### config.mk
export PLATFORM = sky130hd
export DESIGN_NAME = joystick_button_event_queue
export DESIGN_NICKNAME = d
export VERILOG_FILES = /design/src/jbeq_pkg.sv /design/src/joystick_button_event_queue.sv
export SDC_FILE = /design/constraint.sdc
export NUM_CORES = 1
export LEC_CHECK = 0
export ABC_AREA = 1
export BUFFER_PORTS_ARGS = -buffer_cell sky130_fd_sc_hd__buf_2
export CAP_MARGIN = 20
export CORE_MARGIN = 2
export CORE_UTILIZATION = 25
export CTS_BUF_LIST = sky130_fd_sc_hd__clkbuf_2
export CTS_CLUSTER_SIZE = 30
export DETAILED_ROUTE_END_ITERATION = 8
export SLEW_MARGIN = 5
export SYNTH_ARGS = -nofsm -noshare
export SYNTH_HDL_FRONTEND = slang
export SYNTH_SLANG_ARGS = --single-unit
### constraint.sdc
create_clock -name clk_i -period 3.9 [get_ports clk_i]
set_clock_uncertainty 0.15 [all_clocks]
set_input_delay 0.195 -clock clk_i [delete_from_list [all_inputs] [get_ports clk_i]]
set_output_delay 0.195 -clock clk_i [all_outputs]
set_load 0.005 [all_outputs]
### src/jbeq_pkg.sv
// shared types and constants for the joystick and button event queue
// no dependencies
package jbeq_pkg;

  localparam int unsigned QUEUE_SLOTS = 16;
  localparam int unsigned PTR_W       = $clog2(QUEUE_SLOTS);
  localparam int unsigned SAMPLE_W    = 14;
  localparam int unsigned CFG_IDX_W   = 2;
  localparam int unsigned CODE_W      = 3;
  localparam int unsigned DROP_W      = 2;
  localparam int unsigned FILL_W      = 4;
  localparam int unsigned REQ_W       = 2;
  localparam int unsigned IN_DATA_W   = 32;
  localparam int unsigned OUT_DATA_W  = 16;

  localparam logic [SAMPLE_W-1:0] RIGHT_RST = 14'd10300;
  localparam logic [SAMPLE_W-1:0] LEFT_RST  = 14'd9800;
  localparam logic [SAMPLE_W-1:0] UP_RST    = 14'd12000;
  localparam logic [SAMPLE_W-1:0] DOWN_RST  = 14'd6000;

  typedef enum logic [CFG_IDX_W-1:0] {
    CFG_RIGHT = 2'd0,
    CFG_LEFT  = 2'd1,
    CFG_UP    = 2'd2,
    CFG_DOWN  = 2'd3
  } cfg_idx_e;

  typedef enum logic [REQ_W-1:0] {
    REQ_JOY  = 2'd0,
    REQ_BTN  = 2'd1,
    REQ_POP  = 2'd2,
    REQ_IDLE = 2'd3
  } req_e;

  typedef enum logic [CODE_W-1:0] {
    EV_NONE  = 3'd0,
    EV_UP    = 3'd1,
    EV_DOWN  = 3'd2,
    EV_LEFT  = 3'd3,
    EV_RIGHT = 3'd4,
    EV_A     = 3'd5,
    EV_B     = 3'd6
  } ev_e;

  typedef enum logic [1:0] {
    ST_IDLE,
    ST_PUSH_B,
    ST_POP
  } state_e;

  typedef logic [PTR_W-1:0] ptr_t;

  function automatic ptr_t next_slot(ptr_t p);
    ptr_t r;
    if (p == ptr_t'(QUEUE_SLOTS - 1)) r = '0;
    else r = p + ptr_t'(1);
    return r;
  endfunction

  function automatic ptr_t held(ptr_t wp, ptr_t rp);
    ptr_t r;
    if (wp >= rp) r = wp - rp;
    else r = ptr_t'(QUEUE_SLOTS - 1) - (rp - wp) + ptr_t'(1);
    return r;
  endfunction

endpackage

### src/joystick_button_event_queue.sv
// top level: joystick classifier and ring event queue held in one slot memory
// depends on jbeq_pkg
//
// One request word is taken at a time. A joystick sample, a button word with
// flag B clear, an unused request kind or a dequeue from an empty queue is
// finished in the cycle it is accepted. A button word with flag B set goes
// through ST_PUSH_B: A goes in when the word is accepted and B in ST_PUSH_B,
// because the slot memory has one write port. A dequeue from a non-empty queue
// goes through ST_POP because the slot memory has a registered read. The
// result sits in an output register and the next request word is taken in the
// cycle it is drained. The queue holds at most QUEUE_SLOTS-1 events; events
// that find it full are dropped and counted in the result word.
module joystick_button_event_queue (
  input  logic                               clk_i,
  input  logic                               rst_ni,
  input  logic                               cfg_we_i,
  input  logic [jbeq_pkg::CFG_IDX_W-1:0]     cfg_idx_i,
  input  logic [jbeq_pkg::SAMPLE_W-1:0]      cfg_data_i,
  input  logic                               s_tvalid,
  output logic                               s_tready,
  // h_sample[13:0], v_sample[27:14], button_a_flag[28], button_b_flag[29], zero
  input  logic [jbeq_pkg::IN_DATA_W-1:0]     s_tdata,
  // req_type[1:0]
  input  logic [jbeq_pkg::REQ_W-1:0]         s_tuser,
  output logic                               m_tvalid,
  input  logic                               m_tready,
  // event_code[2:0], dropped_count[4:3], fill_level[8:5], zero
  output logic [jbeq_pkg::OUT_DATA_W-1:0]    m_tdata
);
  import jbeq_pkg::*;

  logic [SAMPLE_W-1:0] right_q, left_q, up_q, down_q;
  state_e              state_q, state_d;
  ptr_t                wp_q, wp_d, rp_q, rp_d;
  ev_e                 prev_q, prev_d;
  logic                drop_a_q, drop_a_d;
  logic                ovalid_q;
  logic [CODE_W-1:0]   oev_q, oev_d;
  logic [DROP_W-1:0]   odrop_q, odrop_d;
  logic [FILL_W-1:0]   ofill_q;
  logic                load_out;
  logic                accept;
  logic                mem_we;
  ptr_t                mem_wa;
  logic [CODE_W-1:0]   mem_wd;
  logic [CODE_W-1:0]   mem_q [QUEUE_SLOTS];
  logic [CODE_W-1:0]   rd_q;
  logic [SAMPLE_W-1:0] h_smp, v_smp;
  logic                flag_a, flag_b;
  req_e                req;
  ev_e                 dir;
  logic                full, empty;

  assign h_smp  = s_tdata[SAMPLE_W-1:0];
  assign v_smp  = s_tdata[2*SAMPLE_W-1:SAMPLE_W];
  assign flag_a = s_tdata[2*SAMPLE_W];
  assign flag_b = s_tdata[2*SAMPLE_W+1];
  assign req    = req_e'(s_tuser);

  assign s_tready = (state_q == ST_IDLE) && (!ovalid_q || m_tready);
  assign accept   = s_tvalid && s_tready;
  assign full     = (next_slot(wp_q) == rp_q);
  assign empty    = (wp_q == rp_q);

  always_comb begin
    priority if (h_smp >= right_q) dir = EV_RIGHT;
    else if (h_smp <= left_q)      dir = EV_LEFT;
    else if (v_smp >= up_q)        dir = EV_UP;
    else if (v_smp <= down_q)      dir = EV_DOWN;
    else                           dir = EV_NONE;
  end

  always_ff @(posedge clk_i or negedge rst_ni) begin
    if (!rst_ni) begin
      right_q <= RIGHT_RST;
      left_q  <= LEFT_RST;
      up_q    <= UP_RST;
      down_q  <= DOWN_RST;
    end else if (cfg_we_i) begin
      unique case (cfg_idx_e'(cfg_idx_i))
        CFG_RIGHT: right_q <= cfg_data_i;
        CFG_LEFT:  left_q  <= cfg_data_i;
        CFG_UP:    up_q    <= cfg_data_i;
        CFG_DOWN:  down_q  <= cfg_data_i;
        default:   ;
      endcase
    end
  end

  always_comb begin
    state_d  = state_q;
    wp_d     = wp_q;
    rp_d     = rp_q;
    prev_d   = prev_q;
    drop_a_d = drop_a_q;
    oev_d    = EV_NONE;
    odrop_d  = '0;
    load_out = 1'b0;
    mem_we   = 1'b0;
    mem_wa   = wp_q;
    mem_wd   = EV_NONE;
    unique case (state_q)
      ST_IDLE: begin
        if (accept) begin
          unique case (req)
            REQ_JOY: begin
              load_out = 1'b1;
              prev_d   = dir;
              if (dir != EV_NONE && dir != prev_q) begin
                if (full) begin
                  odrop_d = DROP_W'(1);
                end else begin
                  mem_we = 1'b1;
                  mem_wd = dir;
                  wp_d   = next_slot(wp_q);
                end
              end
            end
            REQ_BTN: begin
              drop_a_d = 1'b0;
              if (flag_a) begin
                if (full) begin
                  drop_a_d = 1'b1;
                end else begin
                  mem_we = 1'b1;
                  mem_wd = EV_A;
                  wp_d   = next_slot(wp_q);
                end
              end
              if (flag_b) begin
                state_d = ST_PUSH_B;
              end else begin
                load_out = 1'b1;
                odrop_d  = DROP_W'(drop_a_d);
              end
            end
            REQ_POP: begin
              if (empty) begin
                load_out = 1'b1;
              end else begin
                rp_d    = next_slot(rp_q);
                state_d = ST_POP;
              end
            end
            default: load_out = 1'b1;
          endcase
        end
      end
      ST_PUSH_B: begin
        load_out = 1'b1;
        state_d  = ST_IDLE;
        if (full) begin
          odrop_d = DROP_W'(drop_a_q) + DROP_W'(1);
        end else begin
          odrop_d = DROP_W'(drop_a_q);
          mem_we  = 1'b1;
          mem_wd  = EV_B;
          wp_d    = next_slot(wp_q);
        end
      end
      ST_POP: begin
        load_out = 1'b1;
        oev_d    = rd_q;
        state_d  = ST_IDLE;
      end
      default: state_d = ST_IDLE;
    endcase
  end

  always_ff @(posedge clk_i or negedge rst_ni) begin
    if (!rst_ni) begin
      state_q  <= ST_IDLE;
      wp_q     <= '0;
      rp_q     <= '0;
      prev_q   <= EV_NONE;
      drop_a_q <= 1'b0;
      ovalid_q <= 1'b0;
    end else begin
      state_q  <= state_d;
      wp_q     <= wp_d;
      rp_q     <= rp_d;
      prev_q   <= prev_d;
      drop_a_q <= drop_a_d;
      if (load_out) ovalid_q <= 1'b1;
      else if (m_tready) ovalid_q <= 1'b0;
    end
  end

  always_ff @(posedge clk_i) begin
    if (load_out) begin
      oev_q   <= oev_d;
      odrop_q <= odrop_d;
      ofill_q <= FILL_W'(held(wp_d, rp_d));
    end
  end

  // slot memory, one write and one registered read
  always_ff @(posedge clk_i) begin
    if (mem_we) mem_q[mem_wa] <= mem_wd;
    rd_q <= mem_q[rp_q];
  end

  assign m_tvalid = ovalid_q;
  assign m_tdata  = {{(OUT_DATA_W - CODE_W - DROP_W - FILL_W){1'b0}},
                     ofill_q, odrop_q, oev_q};

  a_busy_no_result: assert property (@(posedge clk_i) disable iff (!rst_ni)
    (state_q != ST_IDLE) |-> !ovalid_q)
    else $error("result word pending while an item is in progress");

  a_push_not_empty: assert property (@(posedge clk_i) disable iff (!rst_ni)
    mem_we |=> (wp_q != rp_q))
    else $error("queue empty right after a stored event");

  a_pop_then_result: assert property (@(posedge clk_i) disable iff (!rst_ni)
    (state_q == ST_POP) |=> (ovalid_q && state_q == ST_IDLE))
    else $error("dequeue did not produce a result word");

endmodule
==> run_results.csv <==
group,metric,value,unit
clock_network,clock_latency,720,ps
min_path,worst_hold_path.num_cells,7,
clock_network,number_of_buffers_between_clock_root_and_the_deepest_sink,2,
drt,detail-route-antenna-nets,0,
critical_path,cpLargestDelayFamily,"simple AND/OR/NAND/NOR gates",
critical_path,cp_slowest_stage_delay,600,ps
run_status,status,"completed",
global_routing,grt_start_max_net_pins,29,
floorplan,fp-row-count,63,
critical_path,path_depth,27,
floorplan,initial_utilization,0.255,
timing,timing.final.crit_period,3760,ps
drt,routedWlPerCell,12.6,um
critical_path,critPathBufInv,3,
clock_network,cts.clk_slew.worst_paths,240,ps
timing,timing.fmax,266,MHz
final_layout,layout-area-overhead-vs-synth,21.1,%
critical_path,criticalPathCategory,"reg2reg",
critical_path,worst_case_reg_to_reg_path_depth,27,
timing,slew_headroom,0.359,
critical_path,crit_fanout,7,
synthesis,number_of_enable_type_register_cells_in_the_synthesized_netlist,57,
critical_path,timing.critical_path.from_type,"flop",
timing,post-route-period-util,0.963,
final_layout,layout.cells.most_common_list,"nand2_1 (204), inv_1 (145), o21ai_0 (70)",
synthesis,syn_inst,868,
critical_path,crit_path_end_kind,"flop",
drt,dr_total_vias,5905,
placed_design,post-dp-hpwl,13000,um
global_routing,grt_pass1_wl,28900,um
timing,setup_slack,145,ps
global_routing,grt_antenna_before_repair,2,
power,max-vdd-ir-drop,0.273,mV
drt,drc,0,
clock_network,cts_inserted_buffers,17,
synthesis,synth_top_flop_cell,"edfxtp_1",
final_layout,mostFrequentLayoutCell,"nand2_1",
placed_design,place.port_buffers,63,
clock_network,cts_tree,"yes",
clock_network,clock_sink_count,131,
critical_path,crit_slowest_cell,"dfstp_2",
power,leakage_power,4.31,nW
synthesis,ys_types,46,
timing,max_slew.worst_pin.slew,959,ps
floorplan,ios,73,
timing,setup-violations-final,0,
clock_network,ctsHtreeMaxLevel,4,
synthesis,yosys_register_bits,131,
synthesis,seq_area_frac_synth,0.472,
critical_path,worstPathRequired,4250,ps
run,cap_violations,0,
timing,timing.final.max_slew_violations,0,
global_routing,global_route.usage.total,0.116,
final_layout,post_route_cells_drive_above_1_share,0.215,
final_layout,layout.filler_cells,3130,
placed_design,gpl.final_weighted_congestion,0.798,
drt,1st_iter_drt_viols,313,
synthesis,synthesis.area_per_instance,8.73,sq um
critical_path,worst_path_most_repeated_cell,"nand2_1",
synthesis,async_reset_ff_frac,0.542,
power,power.density,640,nW/um^2
global_routing,grt_pass1_vias,5875,
drt,detailed_routing_iterations_pass_1,4,
timing,rsz0062_at_grt,"true",
critical_path,worst-endpoint-arrival,4110,ps
global_routing,global_route.overflow_total,0,
timing,worst_hold_slack_across_all_endpoints,86.3,ps
placed_design,dp_slack,-54.2,ps
floorplan,vertical_die_dimension,178,um
floorplan,core,29700,sq um
timing,hold_viol,0,
drt,drt-vias-per-instance,4.26,
clock_network,ctsRootBufferMaster,"clkbuf_2",
final_layout,post_layout_nets,1112,
final_layout,finish.utilization,0.309,
synthesis,syn_std_cell_area,7580,sq um
synthesis,ys_warn_count,0,
min_path,hold_path_class,"in2reg",
drt,drt-total-wl,17500,um
floorplan,design.die.area,31700,sq um
floorplan,die_w,178,um
logic make-up after synthesis:
logic type               count (synthesis)  share of synthesized area
AND/OR/NAND/NOR                        304                      0.166
XOR/XNOR                                12                     0.0139
flip-flops                             131                      0.472
other                                    1                   0.000495
AO/OA/AOI/OAI                          167                      0.128
adder cells (fa/ha/maj)                 74                      0.123
buffers and inverters                  179                     0.0956
cells in the mapped netlist (2+ instances only):
master,count,area [sq um]
a21oi_1,42,210
a31o_2,6,52.6
a31oi_1,6,37.5
buf_2,3,15.0
buf_4,7,52.6
buf_6,3,33.8
clkbuf_1,12,45.0
dfrtp_1,46,1150
dfstp_2,25,657
dfxtp_1,3,60.1
edfxtp_1,57,1710
ha_1,73,913
inv_1,152,571
nand2_1,212,796
nand2_2,10,62.6
nand3_1,22,110
nand4_1,7,43.8
nor2_1,43,161
nor2_2,2,12.5
o211ai_1,5,37.5
o21a_1,2,15.0
o21ai_0,73,365
o21ai_1,2,10.0
o21ai_2,2,17.5
o21bai_1,4,30.0
o221ai_1,9,78.8
o22ai_1,10,62.6
o31ai_1,2,15.0
xnor2_1,2,17.5
xor2_1,10,87.6
flip-flops by register name, indices dropped and copies added, names as in the netlist, 3 cells and up:
signal	count
right_q	14
rp_q	4
up_q	14
mem_wa	4
mem_q	48
oev_q	3
left_q	14
down_q	14
prev_q	3
rd_q	3
ofill_q	4
power by group:
group | leakage [nW] | switching (mW) | total [mW] | internal [mW]
combinational | 2.76 | 1.73 | 2.83 | 1.11
clock | 0.162 | 0.583 | 0.963 | 0.380
sequential | 1.38 | 0.177 | 2.08 | 1.90
per-layer routing:
layer,vias to the layer above,track usage,part of all wire
met1,2746,0.142,0.46
met4,2,0.0352,0.013
li1,3061,-,-
met2,84,0.206,0.49
met3,12,0.0220,0.039
met5,-,0,0.00074
timing repair:
item                       4_1_cts  5_1_grt
setup endpoints to repair        2        3
gates resized for setup          1       46
setup buffers                    0        3
hold buffers                    27        0
pin swaps                        0       31
hold endpoints to repair       132        0
area by class of cell:
cell class | count | area, sq um | share of cell area
clock buffer | 17 | 85.1 | 0.00927
clock inverter | 15 | 196 | 0.0214
antenna | 1 | 2.50 | 0.000273
inverter | 153 | 574 | 0.0626
tap | 390 | 488 | 0.0532
multi-input combinational | 564 | 3470 | 0.378
sequential | 131 | 3580 | 0.390
timing repair buffer | 116 | 781 | 0.0851
stage by stage:
step	std cells	cell area [sq um]	total power [mW]	setup TNS (ps)
2_1_floorplan	874	7600	3.97	0
3_3_place_gp	1324	8430	4.73	-16.5
3_5_place_dp	1324	8430	4.78	-54.2
4_1_cts	1383	8980	5.80	0
5_1_grt	1387	9180	6.39	-321
6_report	1387	9180	5.87	0
path summary, 6_finish.rpt:
kind                       slack, ps    endpoint  startpoint
max                              140  ofill_q[2]  right_q[3]
min                               90   mem_wa[1]  s_tuser[0]
max reg2reg                      140  ofill_q[2]  right_q[3]
min reg2reg                      360   left_q[6]   left_q[6]
max in group asynchronous       1590   left_q[8]      rst_ni
min in group asynchronous        580   down_q[9]      rst_ni
worst min-delay path: cells and delay by family:
family	cells	cell delay [ps]
and+or+nand+nor	4	330
adders and majority gates	1	250
buffers and inverters	2	160
Power figures use the tool's default switching activity.
